**src/hdl/ppo_pkg.sv**
```systemverilog
// ppo_pkg: shared types, codes and constants of the pixel point operation unit
// no dependencies

package ppo_pkg;

	localparam int PIXEL_BITS = 8;
	localparam logic [PIXEL_BITS-1:0] PIXEL_MAX = '1;
	localparam int PIXEL_MID = 127;
	localparam logic [16:0] Q16_ONE = 17'h10000;
	localparam logic [15:0] W_RED = 16'd19595;
	localparam logic [15:0] W_GREEN = 16'd38470;
	localparam logic [15:0] W_BLUE = 16'd7471;
	localparam logic [3:0] ROOT_ORDER = 4'd10;

	localparam logic [2:0] MODE_GREY = 3'd0;
	localparam logic [2:0] MODE_BRIGHT = 3'd1;
	localparam logic [2:0] MODE_CONTRAST = 3'd2;
	localparam logic [2:0] MODE_POWER = 3'd3;
	localparam logic [2:0] MODE_NEGATIVE = 3'd4;

	localparam logic [1:0] SRC_RGB = 2'd0;
	localparam logic [1:0] SRC_GREY = 2'd1;
	localparam logic [1:0] SRC_MONO = 2'd2;

	localparam logic [1:0] CFG_MODE = 2'd0;
	localparam logic [1:0] CFG_SOURCE_DEPTH = 2'd1;
	localparam logic [1:0] CFG_ADJUST = 2'd2;

	localparam logic OP_SCAN = 1'b0;
	localparam logic OP_TRANSFORM = 1'b1;

	typedef struct packed {
		logic [2:0]        mode;
		logic [1:0]        source_depth;
		logic signed [7:0] adjust;
	} cfg_t;

	typedef struct packed {
		logic [7:0] red;
		logic [7:0] green;
		logic [7:0] blue;
		logic [7:0] grey;
		logic       mono;
		logic [7:0] peak;
	} entry_t;

	typedef enum logic [2:0] {
		ST_IDLE,
		ST_CONTRAST,
		ST_DIV,
		ST_ROOT_START,
		ST_ROOT_POW,
		ST_ROOT_CMP,
		ST_POW,
		ST_EMIT
	} back_state_t;

endpackage

```
**src/hdl/pixel_point_operation_unit.sv**
```systemverilog
// pixel_point_operation_unit: greyscale, brightness, contrast, power and negative
// point operations; depends on ppo_pkg, ppo_front, ppo_queue, ppo_back
// power mode: iterative, built on the single shared q16 multiplier and the
//   1-bit-per-cycle divider
// scan beats one per cycle while the queue has room; other beats one per cycle, when
//   the output is not stalled, except power and contrast
// reset: asynchronous active low, clears config to defaults, peak and queue

module pixel_point_operation_unit (
	input  logic        clk,
	input  logic        arst_n,
	input  logic        s_tvalid,
	output logic        s_tready,
	input  logic [39:0] s_tdata,   // red, green, blue, grey, mono, zero pad
	input  logic [1:0]  s_tuser,   // operation, frame_start
	output logic        m_tvalid,
	input  logic        m_tready,
	output logic [7:0]  m_tdata,   // pixel_out
	input  logic        cfg_we,
	input  logic [1:0]  cfg_index,
	input  logic [7:0]  cfg_wdata
);

	ppo_pkg::cfg_t   cfg_q;
	ppo_pkg::entry_t push_entry;
	ppo_pkg::entry_t head;
	logic push_valid;
	logic push_ready;
	logic head_valid;
	logic head_ready;

	always_ff @(posedge clk or negedge arst_n) begin
		if (!arst_n) begin
			cfg_q.mode <= ppo_pkg::MODE_GREY;
			cfg_q.source_depth <= ppo_pkg::SRC_GREY;
			cfg_q.adjust <= '0;
		end else if (cfg_we) begin
			unique case (cfg_index)
				ppo_pkg::CFG_MODE:         cfg_q.mode <= cfg_wdata[2:0];
				ppo_pkg::CFG_SOURCE_DEPTH: cfg_q.source_depth <= cfg_wdata[1:0];
				ppo_pkg::CFG_ADJUST:       cfg_q.adjust <= cfg_wdata;
				default: begin
				end
			endcase
		end
	end

	ppo_front u_front (
		.clk          (clk),
		.arst_n       (arst_n),
		.s_tvalid     (s_tvalid),
		.s_tready     (s_tready),
		.s_tdata      (s_tdata),
		.s_tuser      (s_tuser),
		.source_depth (cfg_q.source_depth),
		.push_valid   (push_valid),
		.push_ready   (push_ready),
		.push_entry   (push_entry)
	);

	ppo_queue u_queue (
		.clk       (clk),
		.arst_n    (arst_n),
		.in_valid  (push_valid),
		.in_ready  (push_ready),
		.in_entry  (push_entry),
		.out_valid (head_valid),
		.out_ready (head_ready),
		.out_entry (head)
	);

	ppo_back u_back (
		.clk        (clk),
		.arst_n     (arst_n),
		.cfg        (cfg_q),
		.head_valid (head_valid),
		.head_ready (head_ready),
		.head       (head),
		.m_tvalid   (m_tvalid),
		.m_tready   (m_tready),
		.m_tdata    (m_tdata)
	);

endmodule

```
**src/hdl/ppo_front.sv**
```systemverilog
// ppo_front: accepts input beats, keeps the running peak from scan beats and
// forwards transform beats with the peak they see; depends on ppo_pkg

module ppo_front (
	input  logic            clk,
	input  logic            arst_n,
	input  logic            s_tvalid,
	output logic            s_tready,
	input  logic [39:0]     s_tdata,  // red, green, blue, grey, mono, zero pad
	input  logic [1:0]      s_tuser,  // operation, frame_start
	input  logic [1:0]      source_depth,
	output logic            push_valid,
	input  logic            push_ready,
	output ppo_pkg::entry_t push_entry
);

	logic [7:0] peak_q;
	logic [7:0] peak_base;
	logic       accept;

	assign s_tready = push_ready;
	assign accept = s_tvalid && s_tready;
	assign push_valid = s_tvalid && (s_tuser[0] == ppo_pkg::OP_TRANSFORM);

	assign push_entry.red = s_tdata[7:0];
	assign push_entry.green = s_tdata[15:8];
	assign push_entry.blue = s_tdata[23:16];
	assign push_entry.grey = s_tdata[31:24];
	assign push_entry.mono = s_tdata[32];
	assign push_entry.peak = peak_q;

	// frame start clears the peak before this beat is compared
	assign peak_base = s_tuser[1] ? 8'd0 : peak_q;

	always_ff @(posedge clk or negedge arst_n) begin
		if (!arst_n) begin
			peak_q <= '0;
		end else if (accept && (s_tuser[0] == ppo_pkg::OP_SCAN)) begin
			if ((source_depth == ppo_pkg::SRC_GREY) && (s_tdata[31:24] > peak_base)) begin
				peak_q <= s_tdata[31:24];
			end else begin
				peak_q <= peak_base;
			end
		end
	end

endmodule

```
**src/hdl/ppo_queue.sv**
```systemverilog
// ppo_queue: two-entry queue between front and back
// depends on ppo_pkg

module ppo_queue (
	input  logic            clk,
	input  logic            arst_n,
	input  logic            in_valid,
	output logic            in_ready,
	input  ppo_pkg::entry_t in_entry,
	output logic            out_valid,
	input  logic            out_ready,
	output ppo_pkg::entry_t out_entry
);

	ppo_pkg::entry_t slot_q [2];
	logic       wptr_q;
	logic       rptr_q;
	logic [1:0] count_q;
	logic       do_push;
	logic       do_pop;

	assign in_ready = (count_q != 2'd2);
	assign out_valid = (count_q != 2'd0);
	assign out_entry = slot_q[rptr_q];
	assign do_push = in_valid && in_ready;
	assign do_pop = out_valid && out_ready;

	always_ff @(posedge clk or negedge arst_n) begin
		if (!arst_n) begin
			wptr_q <= 1'b0;
			rptr_q <= 1'b0;
			count_q <= 2'd0;
		end else begin
			if (do_push) wptr_q <= ~wptr_q;
			if (do_pop) rptr_q <= ~rptr_q;
			if (do_push && !do_pop) count_q <= count_q + 2'd1;
			else if (do_pop && !do_push) count_q <= count_q - 2'd1;
		end
	end

	always_ff @(posedge clk) begin
		if (do_push) slot_q[wptr_q] <= in_entry;
	end

endmodule

```
**src/hdl/ppo_back.sv**
```systemverilog
// ppo_back: executes queued transform beats; simple modes in one step, contrast
// in two, power through a shared Q16 multiplier and a radix-2 divider; depends on ppo_pkg

module ppo_back (
	input  logic            clk,
	input  logic            arst_n,
	input  ppo_pkg::cfg_t   cfg,
	input  logic            head_valid,
	output logic            head_ready,
	input  ppo_pkg::entry_t head,
	output logic            m_tvalid,
	input  logic            m_tready,
	output logic [7:0]      m_tdata  // pixel_out
);

	ppo_pkg::back_state_t state_q, state_next;

	logic [16:0]        r_q;
	logic [16:0]        lo_q;
	logic [16:0]        hi_q;
	logic [16:0]        mid_q;
	logic [16:0]        acc_q;
	logic [7:0]         cnt_q;
	logic [23:0]        dvd_q;
	logic [16:0]        dvs_q;
	logic [16:0]        rem_q;
	logic [23:0]        quo_q;
	logic [4:0]         dcnt_q;
	logic               div_inv_q;
	logic signed [16:0] num_q;
	logic [7:0]         res_q;
	logic               out_valid_q;
	logic [7:0]         out_data_q;

	logic        out_free;
	logic        is_grey_src;
	logic        go_contrast;
	logic        go_power;
	logic [7:0]  simple_res;
	logic [23:0] luma;
	logic signed [9:0] bright;
	logic [16:0] mul_b;
	logic [33:0] mul_prod;
	logic [16:0] mul_res;
	logic [17:0] rem_sh;
	logic        qbit;
	logic [16:0] rem_next;
	logic [23:0] quo_final;
	logic [17:0] mid_sum;
	logic [7:0]  exp_n;
	logic [24:0] scale_prod;
	logic [15:0] con_x;
	logic [31:0] con_prod;
	logic signed [13:0] con_q;
	logic [7:0]  con_res;
	logic signed [16:0] con_num;

	assign out_free = !out_valid_q || m_tready;
	assign m_tvalid = out_valid_q;
	assign m_tdata = out_data_q;

	assign is_grey_src = (cfg.source_depth == ppo_pkg::SRC_GREY);
	assign go_contrast = is_grey_src && (cfg.mode == ppo_pkg::MODE_CONTRAST);
	assign go_power = is_grey_src && (cfg.mode == ppo_pkg::MODE_POWER)
		&& (head.peak != 8'd0) && (cfg.adjust != 8'sd0);
	assign head_ready = (state_q == ppo_pkg::ST_IDLE) && out_free;

	// modes finished in one step
	always_comb begin
		luma = 24'(ppo_pkg::W_RED * head.red) + 24'(ppo_pkg::W_GREEN * head.green)
			+ 24'(ppo_pkg::W_BLUE * head.blue);
		bright = $signed({2'b00, head.grey}) + 10'(cfg.adjust);
		simple_res = 8'd0;
		if (cfg.mode == ppo_pkg::MODE_GREY) begin
			unique case (cfg.source_depth)
				ppo_pkg::SRC_RGB:  simple_res = luma[23:16];
				ppo_pkg::SRC_GREY: simple_res = head.grey;
				ppo_pkg::SRC_MONO: simple_res = head.mono ? ppo_pkg::PIXEL_MAX : 8'd0;
				default:           simple_res = 8'd0;
			endcase
		end else if (is_grey_src) begin
			unique case (cfg.mode)
				ppo_pkg::MODE_BRIGHT: begin
					if (bright < 0) simple_res = 8'd0;
					else if (bright > 10'sd255) simple_res = ppo_pkg::PIXEL_MAX;
					else simple_res = bright[7:0];
				end
				ppo_pkg::MODE_POWER: begin
					// zero peak gives black, zero exponent gives white
					simple_res = (head.peak == 8'd0) ? 8'd0 : ppo_pkg::PIXEL_MAX;
				end
				ppo_pkg::MODE_NEGATIVE: simple_res = ppo_pkg::PIXEL_MAX - head.grey;
				default: simple_res = 8'd0;
			endcase
		end
	end

	// contrast second step: floor(num/10) through reciprocal 52429 / 2^19 on a biased value
	always_comb begin
		con_x = 16'(num_q + 17'sd20480);
		con_prod = con_x * 16'd52429;
		con_q = $signed({1'b0, con_prod[31:19]}) - 14'sd2048 + 14'(ppo_pkg::PIXEL_MID);
		if (con_q < 0) con_res = 8'd0;
		else if (con_q > 14'sd255) con_res = ppo_pkg::PIXEL_MAX;
		else con_res = con_q[7:0];
	end

	assign con_num = ($signed({1'b0, head.grey}) - 17'sd127) * 17'(cfg.adjust);

	// shared q16 multiplier
	assign mul_b = (state_q == ppo_pkg::ST_ROOT_POW) ? mid_q : lo_q;
	assign mul_prod = acc_q * mul_b;
	assign mul_res = mul_prod[32:16];

	// one quotient bit per cycle
	assign rem_sh = {rem_q, dvd_q[23]};
	assign qbit = (rem_sh >= {1'b0, dvs_q});
	assign rem_next = qbit ? 17'(rem_sh - {1'b0, dvs_q}) : rem_sh[16:0];
	assign quo_final = {quo_q[22:0], qbit};

	assign mid_sum = {1'b0, lo_q} + {1'b0, hi_q} + 18'd1;
	assign exp_n = cfg.adjust[7] ? 8'(-cfg.adjust) : 8'(cfg.adjust);
	assign scale_prod = acc_q * ppo_pkg::PIXEL_MAX;

	always_ff @(posedge clk or negedge arst_n) begin
		if (!arst_n) state_q <= ppo_pkg::ST_IDLE;
		else state_q <= state_next;
	end

	always_comb begin
		state_next = state_q;
		unique case (state_q)
			ppo_pkg::ST_IDLE: begin
				if (head_valid && out_free) begin
					if (go_contrast) state_next = ppo_pkg::ST_CONTRAST;
					else if (go_power && (head.grey >= head.peak))
						state_next = ppo_pkg::ST_ROOT_START;
					else if (go_power) state_next = ppo_pkg::ST_DIV;
				end
			end
			ppo_pkg::ST_CONTRAST: state_next = ppo_pkg::ST_EMIT;
			ppo_pkg::ST_DIV: begin
				if (dcnt_q == 5'd23)
					state_next = div_inv_q ? ppo_pkg::ST_EMIT : ppo_pkg::ST_ROOT_START;
			end
			ppo_pkg::ST_ROOT_START: begin
				state_next = (lo_q < hi_q) ? ppo_pkg::ST_ROOT_POW : ppo_pkg::ST_POW;
			end
			ppo_pkg::ST_ROOT_POW: begin
				if (cnt_q == 8'(ppo_pkg::ROOT_ORDER - 4'd1)) state_next = ppo_pkg::ST_ROOT_CMP;
			end
			ppo_pkg::ST_ROOT_CMP: state_next = ppo_pkg::ST_ROOT_START;
			ppo_pkg::ST_POW: begin
				if (cnt_q == exp_n) begin
					if (!cfg.adjust[7] || (acc_q == 17'd0)) state_next = ppo_pkg::ST_EMIT;
					else state_next = ppo_pkg::ST_DIV;
				end
			end
			ppo_pkg::ST_EMIT: begin
				if (out_free) state_next = ppo_pkg::ST_IDLE;
			end
			default: state_next = ppo_pkg::ST_IDLE;
		endcase
	end

	always_ff @(posedge clk or negedge arst_n) begin
		if (!arst_n) begin
			out_valid_q <= 1'b0;
		end else if ((state_q == ppo_pkg::ST_IDLE) && head_valid && out_free
			&& !go_contrast && !go_power) begin
			out_valid_q <= 1'b1;
		end else if ((state_q == ppo_pkg::ST_EMIT) && out_free) begin
			out_valid_q <= 1'b1;
		end else if (m_tready) begin
			out_valid_q <= 1'b0;
		end
	end

	always_ff @(posedge clk) begin
		case (state_q)
			ppo_pkg::ST_IDLE: begin
				num_q <= con_num;
				// output beat stays put until it is taken
				if (head_valid && out_free) out_data_q <= simple_res;
				r_q <= ppo_pkg::Q16_ONE;
				lo_q <= '0;
				hi_q <= ppo_pkg::Q16_ONE;
				dvd_q <= {head.grey, 16'd0};
				dvs_q <= {9'd0, head.peak};
				rem_q <= '0;
				dcnt_q <= '0;
				div_inv_q <= 1'b0;
			end
			ppo_pkg::ST_CONTRAST: res_q <= con_res;
			ppo_pkg::ST_DIV: begin
				rem_q <= rem_next;
				quo_q <= quo_final;
				dvd_q <= {dvd_q[22:0], 1'b0};
				dcnt_q <= dcnt_q + 5'd1;
				if (dcnt_q == 5'd23) begin
					r_q <= quo_final[16:0];
					lo_q <= '0;
					hi_q <= ppo_pkg::Q16_ONE;
					res_q <= (quo_final > 24'd255) ? ppo_pkg::PIXEL_MAX : quo_final[7:0];
				end
			end
			ppo_pkg::ST_ROOT_START: begin
				mid_q <= mid_sum[17:1];
				acc_q <= ppo_pkg::Q16_ONE;
				cnt_q <= '0;
			end
			ppo_pkg::ST_ROOT_POW: begin
				acc_q <= mul_res;
				cnt_q <= cnt_q + 8'd1;
			end
			ppo_pkg::ST_ROOT_CMP: begin
				if (acc_q <= r_q) lo_q <= mid_q;
				else hi_q <= mid_q - 17'd1;
			end
			ppo_pkg::ST_POW: begin
				if (cnt_q == exp_n) begin
					// positive exponent scales, negative one divides full scale by it
					if (!cfg.adjust[7]) res_q <= scale_prod[23:16];
					else res_q <= ppo_pkg::PIXEL_MAX;
					dvd_q <= {ppo_pkg::PIXEL_MAX, 16'd0};
					dvs_q <= acc_q;
					rem_q <= '0;
					dcnt_q <= '0;
					div_inv_q <= 1'b1;
				end else begin
					acc_q <= mul_res;
					cnt_q <= cnt_q + 8'd1;
				end
			end
			ppo_pkg::ST_EMIT: begin
				if (out_free) out_data_q <= res_q;
			end
			default: begin
			end
		endcase
	end

endmodule
```
**config.mk**
```make
export PLATFORM = sky130hd
export DESIGN_NAME = pixel_point_operation_unit
export DESIGN_NICKNAME = d
export VERILOG_FILES = /design/src/hdl/ppo_pkg.sv /design/src/hdl/pixel_point_operation_unit.sv /design/src/hdl/ppo_front.sv /design/src/hdl/ppo_queue.sv /design/src/hdl/ppo_back.sv
export SDC_FILE = /design/constraint.sdc
export NUM_CORES = 2
export LEC_CHECK = 0
export BUFFER_PORTS_ARGS = -buffer_cell sky130_fd_sc_hd__clkbuf_2
export CORE_ASPECT_RATIO = 1.75
export CORE_MARGIN = 2
export CORE_UTILIZATION = 41
export CTS_BUF_LIST = sky130_fd_sc_hd__clkbuf_2
export CTS_CLUSTER_DIAMETER = 100
export CTS_CLUSTER_SIZE = 24
export DETAILED_ROUTE_END_ITERATION = 12
export SETUP_SLACK_MARGIN = 0.3
export SYNTH_ARGS = -nofsm -noshare
export SYNTH_HDL_FRONTEND = slang
export SYNTH_SLANG_ARGS = --single-unit
```
**constraint.sdc**
```tcl
create_clock -name clk -period 9.1 [get_ports clk]
set_clock_uncertainty 0.1 [all_clocks]
set_input_delay 0.455 -clock clk [delete_from_list [all_inputs] [get_ports clk]]
set_output_delay 0.455 -clock clk [all_outputs]
set_load 0.02 [all_outputs]
```
Word level (Yosys, flattened, before mapping)
Memory sizes are Yosys's and may differ from the RTL's.
Cells that the tools add are included.
Word-level totals
  bits in writable memories: 82
  bits in registers: 241
  memories kept: 1
  memory bits (read-only): 0
  word-level logic and storage cells: 212
  bits in latches: 0
Memory list
  u_queue.slot_q: depth 2, width 41, rd ports 1, clocked after memory_dff 0, wr ports 1, RTL line ppo_queue.sv:15  | ppo_pkg::entry_t slot_q [2];
Operators by class
  shift-type cells: 0
  magnitude comparators: 10
  reductions and logical operators: 58
  add/sub/neg operators: 17
  divide/modulo/power cells: 0
  multiplexer cells: 64
  $mul: 7
  bitwise logic cells: 3
  equality and inequality tests: 28
Operator list (number)
  17-bit one-hot mux with 3 select lines: 4
  17-bit 2-to-1 mux: 10
  8-bit 2-to-1 mux: 18
  8-bit one-hot mux with 3 select lines: 4
  24-bit one-hot mux with 3 select lines: 1
  17-bit one-hot mux with 2 select lines: 2
  15-bit by 8-bit multiplier with 23-bit output, first input constant: 2
  17-bit by 17-bit multiplier with 33-bit output: 1
  16-bit by 16-bit multiplier with 32-bit output, second input constant: 1
  3-bit 2-to-1 mux: 10
  23-bit by 24-bit adder with 24-bit output: 1
  24-bit by 21-bit adder with 24-bit output: 1
  24-bit by 8-bit > comparator with 1-bit output, second input constant: 1
  17-bit by 8-bit multiplier with 24-bit output, second input constant: 1
  24-bit 2-to-1 mux: 1
  3-bit one-hot mux with 8 select lines: 1
  13-bit by 8-bit multiplier with 21-bit output, first input constant: 1
  1-bit logical AND: 20
  17-bit by 17-bit adder with 18-bit output: 1
  18-bit by 1-bit adder with 18-bit output, second input constant: 1
  18-bit by 17-bit greater-or-equal comparator with 1-bit output: 1
  17-bit <= comparator: 1
  17-bit logical NOT: 1
  17-bit < comparator: 1
  other kinds (49): 101

Longest topological paths before layout
An unclocked memory read counts as a cell.
  depth in word-level cells: 10
  mapped depth: 38
  depth with buffers taken out: 34

Cells and area by module
Synthesis repeated with hierarchy kept, for this count alone.
Second synthesis, totals
  cells, all modules: 4066
  area total of the unflattened synthesis: 41323.4 um^2
By module, submodules not included
  ppo_back: area an instance 36595.1 um^2, times used 1, cells an instance 3804, sequential area each 5985.7 um^2
  ppo_queue: area an instance 3355.7 um^2, times used 1, cells an instance 146, sequential area each 2562.5 um^2
  ppo_front: area an instance 853.3 um^2, times used 1, cells an instance 87, sequential area each 200.2 um^2
  pixel_point_operation_unit: area an instance 519.2 um^2, times used 1, cells an instance 29, sequential area each 326.6 um^2

Worst setup path before layout
OpenSTA, ideal clock, no wires.
  path kind: register -> register
  start point: register u_queue.rptr_q
  end point: register u_back.out_data_q[7], in the netlist u_back.m_tdata[7], data pin
  required time: 8.854 ns
  path buffers: 4
  setup time: 0.146 ns
  arrival time: 9.777 ns
  cell stages (with the launch flop): 37
  setup slack: -0.923 ns
  cells stage by stage: dfrtp_1 > buf_2 > buf_1 > clkbuf_1 > buf_1 > mux2i_1 > inv_1 > ha_1 > inv_1 > fa_1 > fa_1 > inv_1 > ha_1 > and3b_1 > o21a_1 > o21ai_0 > a21oi_1 > o21a_1 > o21a_1 > nor2_1 > xnor2_1 > fa_1 > fa_1 > inv_1 > fa_1 > fa_1 > inv_1 > ha_1 > a21o_1 > a21oi_1 > and4_1 > nor3_1 > or2_2 > o41ai_1 > xor3_1 > or4b_1 > a21oi_1
On the way
  cells in the longest elaborated chain, start to end: 10
  elaborated cells between the ends (all ways): 21
  classes of those cells: 4 x add/sub; 3 x mul; 2 x order compare; 10 x mux; 1 x reduce/logical; 1 x memory
RTL lines
  start: declaration: RTL line ppo_queue.sv:17  | logic rptr_q;
  start signal: assignment: RTL line ppo_queue.sv:35  | if (do_pop) rptr_q <= ~rptr_q;
  memory read 2 x 41 bit *
  parallel branches: the longest is 6 deep, another holds 23-bit by 24-bit adder with 24-bit output
  8-bit 2-to-1 mux *: RTL line ppo_back.sv:74  | if (cfg.mode == ppo_pkg::MODE_GREY) begin
  8-bit 2-to-1 mux *: RTL line ppo_back.sv:184  | if (head_valid && out_free) out_data_q <= simple_res;
  8-bit one-hot mux with 2 select lines *: RTL line ppo_back.sv:180  | case (state_q)
  end signal: assignment: RTL line ppo_back.sv:184
  end signal: assignment: RTL line ppo_back.sv:236  | if (out_free) out_data_q <= res_q;
  end: declaration: RTL line ppo_back.sv:33  | logic [7:0] out_data_q;
Mark *: on every way between the ends. The select of a mux whose other input is x is not followed.
A chain may end at the register's enable or synchronous reset.

Worst setup path after layout
Same ends and word-level chain as after synthesis.

==> flow_summary_export.csv <==
group,metric,value,unit
sta,setup_repair_after_global_routing_missed_its_margin,"yes",
logic_synthesis,synth-edff-count,278,
sta,report.final.setup_viol,0,
global_routing,overflow,0,
drt,drt_first_iter_violations,1326,
setup_path,critical_path.reg2reg.startpoint,"u_queue.rptr_q$_DFFE_PN0P_",
drt,dr_total_vias,28500,
setup_path,critPathLaunchType,"flip-flop",
run_status,result_of_the_run,"finished, final reports clean",
final_layout,layout-area-overhead-vs-synth,9.46,%
clock_network,clock_path_buffers,3,
floorplan,core_area,0.0983,sq mm
setup_path,criticalPathCategory,"flip-flop to flip-flop",
placement,routabilityCongestion,0.885,
logic_synthesis,synthTopCellsByArea,"sky130_fd_sc_hd__fa_1, sky130_fd_sc_hd__edfxtp_1, sky130_fd_sc_hd__ha_1",
floorplan,io_pins,67,
floorplan,fp.dieArea,0.102,sq mm
sta,final-max-slew-violation-count,0,
global_routing,number_of_antenna_violations_at_the_first_check_in_global_routing,3,
floorplan,die_width,242,um
sta,finalHoldViolations,0,
setup_path,cpMaxStageDelayCell,"sky130_fd_sc_hd__dfrtp_2",
logic_synthesis,ys_dominant_reg_cell,"sky130_fd_sc_hd__edfxtp_1",
logic_synthesis,mappedNetlistArea,0.0407,sq mm
clock_network,cts_num_sinks,307,
drt,detail-route-antenna-nets,0,
global_routing,global_router_s_overall_resource_usage,20.9,%
setup_path,worstSetupEndpointType,"flip-flop",
sta,worst_margin_slew,1.11,ns
clock_network,ctsRootBufferMaster,"sky130_fd_sc_hd__clkbuf_2",
hold_path,worstHoldPathType,"input pin to flip-flop",
floorplan,num_rows,152,
hold_path,timing.hold.worst.start,"s_tdata[29]",
drt,vias_per_cell,5.15,
sta,tns,0,ns
run,drv.max_cap_violation_count,0,
setup_path,r2r_end,"u_back.m_tdata[7]$_DFFE_PP_",
setup_path,critical_path.max_stage_delay,0.58,ns
sta,fmax,0.116,GHz
clock_network,worst_path_clk_slew,0.46,ns
hold_path,min_delay_path_depth,2,
drt,drt-pass1-iter-count,5,
placement,io_buffers,59,
logic_synthesis,yosysTopAreaCellShare,27.3,%
setup_path,minimum_setup_slack_among_reg_to_reg_paths,0.49,ns
setup_path,cp_data_arrival_time,9.65,ns
final_layout,drive_above_1_share,6.79,%
logic_synthesis,synth_area_leader_cell,"sky130_fd_sc_hd__fa_1",
final_layout,num-fill-cells,9384,
clock_network,htreeDepth,1,
logic_synthesis,synth.most_common_cell,"sky130_fd_sc_hd__inv_1",
hold_path,min_delay_endpoint,"u_queue.slot_q[0][14]$_DFFE_PP_",
logic_synthesis,seq_area_frac_synth,22.3,%
setup_path,r2r_cells,32,
logic_synthesis,synth-warning-count,0,
global_routing,grt_max_degree,50,
setup_path,worst-path-max-fanout,6,
logic_synthesis,syn_nets,5201,
logic_synthesis,netlist_top_cells_count,"sky130_fd_sc_hd__inv_1, sky130_fd_sc_hd__ha_1, sky130_fd_sc_hd__fa_1",
drt,drc,0,
logic_synthesis,post_synth.cell_area_avg,10.1,sq um
placement,dp_hpwl,84900,um
clock_network,cts_made_buffers,20,
floorplan,start_util,41.4,%
final_layout,fin_nets,5380,
global_routing,first_global_vias,31600,
drt,detail_route.wirelength,104000,um
sta,final.period_utilization,94.6,%
final_layout,finalCoreUtilization,45.3,%
global_routing,global_route_wire_length_before_repair,167000,um
drt,wl_per_cell,18.7,um
logic_synthesis,post_synth_num_cell_types,89,
floorplan,die_h,421,um
clock_network,worst_skew_pair.late_latency,1.24,ns
sta,final.min_clock_period,8.61,ns
logic_synthesis,synth_cells,4023,
logic_synthesis,synth-async-reset-ratio,9.45,%
setup_path,cp.required,10.14,ns
clock_network,cts_tree,"yes",
logic_synthesis,ys_seq_elements,307,
sta,timing.max_slew.rel_slack,25.5,%
==> placed cells by master (no fill, tap or decap), types with 9 or more instances in the layout <==
cell type	count
sky130_fd_sc_hd__a211oi_1	15
sky130_fd_sc_hd__a21o_1	41
sky130_fd_sc_hd__a21oi_1	131
sky130_fd_sc_hd__a31oi_1	21
sky130_fd_sc_hd__and2_1	121
sky130_fd_sc_hd__and3_1	15
sky130_fd_sc_hd__buf_4	73
sky130_fd_sc_hd__clkbuf_2	85
sky130_fd_sc_hd__dfrtp_1	27
sky130_fd_sc_hd__dlygate4sd3_1	106
sky130_fd_sc_hd__edfxtp_1	278
sky130_fd_sc_hd__fa_1	554
sky130_fd_sc_hd__ha_1	558
sky130_fd_sc_hd__inv_1	873
sky130_fd_sc_hd__inv_2	11
sky130_fd_sc_hd__mux2_2	33
sky130_fd_sc_hd__mux2i_1	44
sky130_fd_sc_hd__nand2_1	303
sky130_fd_sc_hd__nand2b_1	36
sky130_fd_sc_hd__nand3_1	43
sky130_fd_sc_hd__nand3b_1	9
sky130_fd_sc_hd__nand4_1	19
sky130_fd_sc_hd__nor2_1	217
sky130_fd_sc_hd__nor2b_1	24
sky130_fd_sc_hd__nor3_1	48
sky130_fd_sc_hd__nor3b_1	12
sky130_fd_sc_hd__nor4_1	14
sky130_fd_sc_hd__o211ai_1	12
sky130_fd_sc_hd__o21a_1	21
sky130_fd_sc_hd__o21ai_0	86
sky130_fd_sc_hd__o21ai_1	13
sky130_fd_sc_hd__o21bai_1	17
sky130_fd_sc_hd__or3_1	16
sky130_fd_sc_hd__xnor2_1	102
sky130_fd_sc_hd__xor2_1	53
==> flip-flops by register name, summed over array words and instances (netlist names), 2 cells and up <==
name and flops:
u_queue.slot_q 82, u_back.quo_q 23, u_back.acc_q 17, u_back.dvs_q 17, u_back.hi_q 17, u_back.lo_q 17
u_back.mid_q 17, u_back.r_q 17, u_back.rem_q 17, u_back.num_q 16, cfg_q 13, u_back.cnt_q 8
u_back.dvd_q 8, u_back.m_tdata 8, u_back.res_q 8, u_front.peak_q 8, u_back.dcnt_q 5, u_back.state_q 3
u_queue.count_q 2
==> through the flow <==
stage	cell area (sq um)	instances	worst slack (ns)	hold slack (ns)
2_1_floorplan	40800	4023	0.305	0.0594
3_3_place_gp	42900	5370	0.281	0.336
3_5_place_dp	42900	5370	0.266	0.341
4_1_cts	44300	5514	0.318	0.00314
5_1_grt	44500	5525	0.135	0.0457
6_report	44600	5528	0.494	0.0943
==> cells by family after synthesis <==
| family | after synthesis | synth area share [%] |
|---|---|---|
| AOI/OAI and AO/OA | 458 | 7.41 |
| xor gates and xnor gates | 157 | 3.42 |
| adders and majority gates | 1121 | 44.7 |
| buffers and inverters | 972 | 8.99 |
| DFF | 307 | 22.3 |
| muxes | 83 | 2.15 |
| and+or+nand+nor | 925 | 11.0 |
==> layout make-up <==
type	instances	area, sq um	area share [%]
inverters	886	3330	7.46
diodes	4	10.0	0.0225
clock buffers	26	130	0.292
flip-flops and latches	307	9080	20.4
repair buffers	243	1980	4.44
clock inverters	9	146	0.329
multi-input cells	2744	28200	63.4
well taps	1309	1640	3.68
==> worst max-delay path, delay by kind of cell, from the launching register on <==
kind | cells | cell delay (ns)
fa+ha+maj | 9 | 3.59
compound gates | 9 | 1.61
simple gates | 6 | 1.50
flops | 1 | 0.58
xor+xnor | 2 | 0.56
mux | 1 | 0.32
buf+inv | 5 | 0.31
==> metal layers <==
metal	part of all wire [%]	track usage (%)	vias to the layer above
met5	0.034	0	-
met1	35	21.2	14400
li1	-	-	13300
met2	57	42.8	535
met4	5.5	9.73	6
met3	2.4	1.37	259
==> what timing repair did <==
| action | in CTS | in global routing |
|---|---|---|
| endpoints found under the hold margin | 136 | 0 |
| gates resized for setup | 2 | 43 |
| setup buffers | 2 | 10 |
| hold buffers | 107 | 0 |
| pin swaps | 0 | 27 |
| endpoints found under the setup margin | 1 | 6 |
==> worst max-delay path by stage <==
stage	end	slack, ns	start
2_1_floorplan	u_back.m_tdata[7]$_DFFE_PP_	0.31	u_queue.rptr_q$_DFFE_PN0P_
3_3_place_gp	u_back.m_tdata[7]$_DFFE_PP_	0.28	u_queue.rptr_q$_DFFE_PN0P_
3_5_place_dp	u_back.m_tdata[7]$_DFFE_PP_	0.27	u_queue.rptr_q$_DFFE_PN0P_
4_1_cts	u_back.m_tdata[7]$_DFFE_PP_	0.32	u_queue.rptr_q$_DFFE_PN0P_
5_1_grt	u_back.m_tdata[7]$_DFFE_PP_	0.13	u_queue.rptr_q$_DFFE_PN0P_
6_report	u_back.m_tdata[7]$_DFFE_PP_	0.49	u_queue.rptr_q$_DFFE_PN0P_
Power is not shown: default switching activity piles up to over one toggle a cycle in this logic, so the estimate is an artifact.
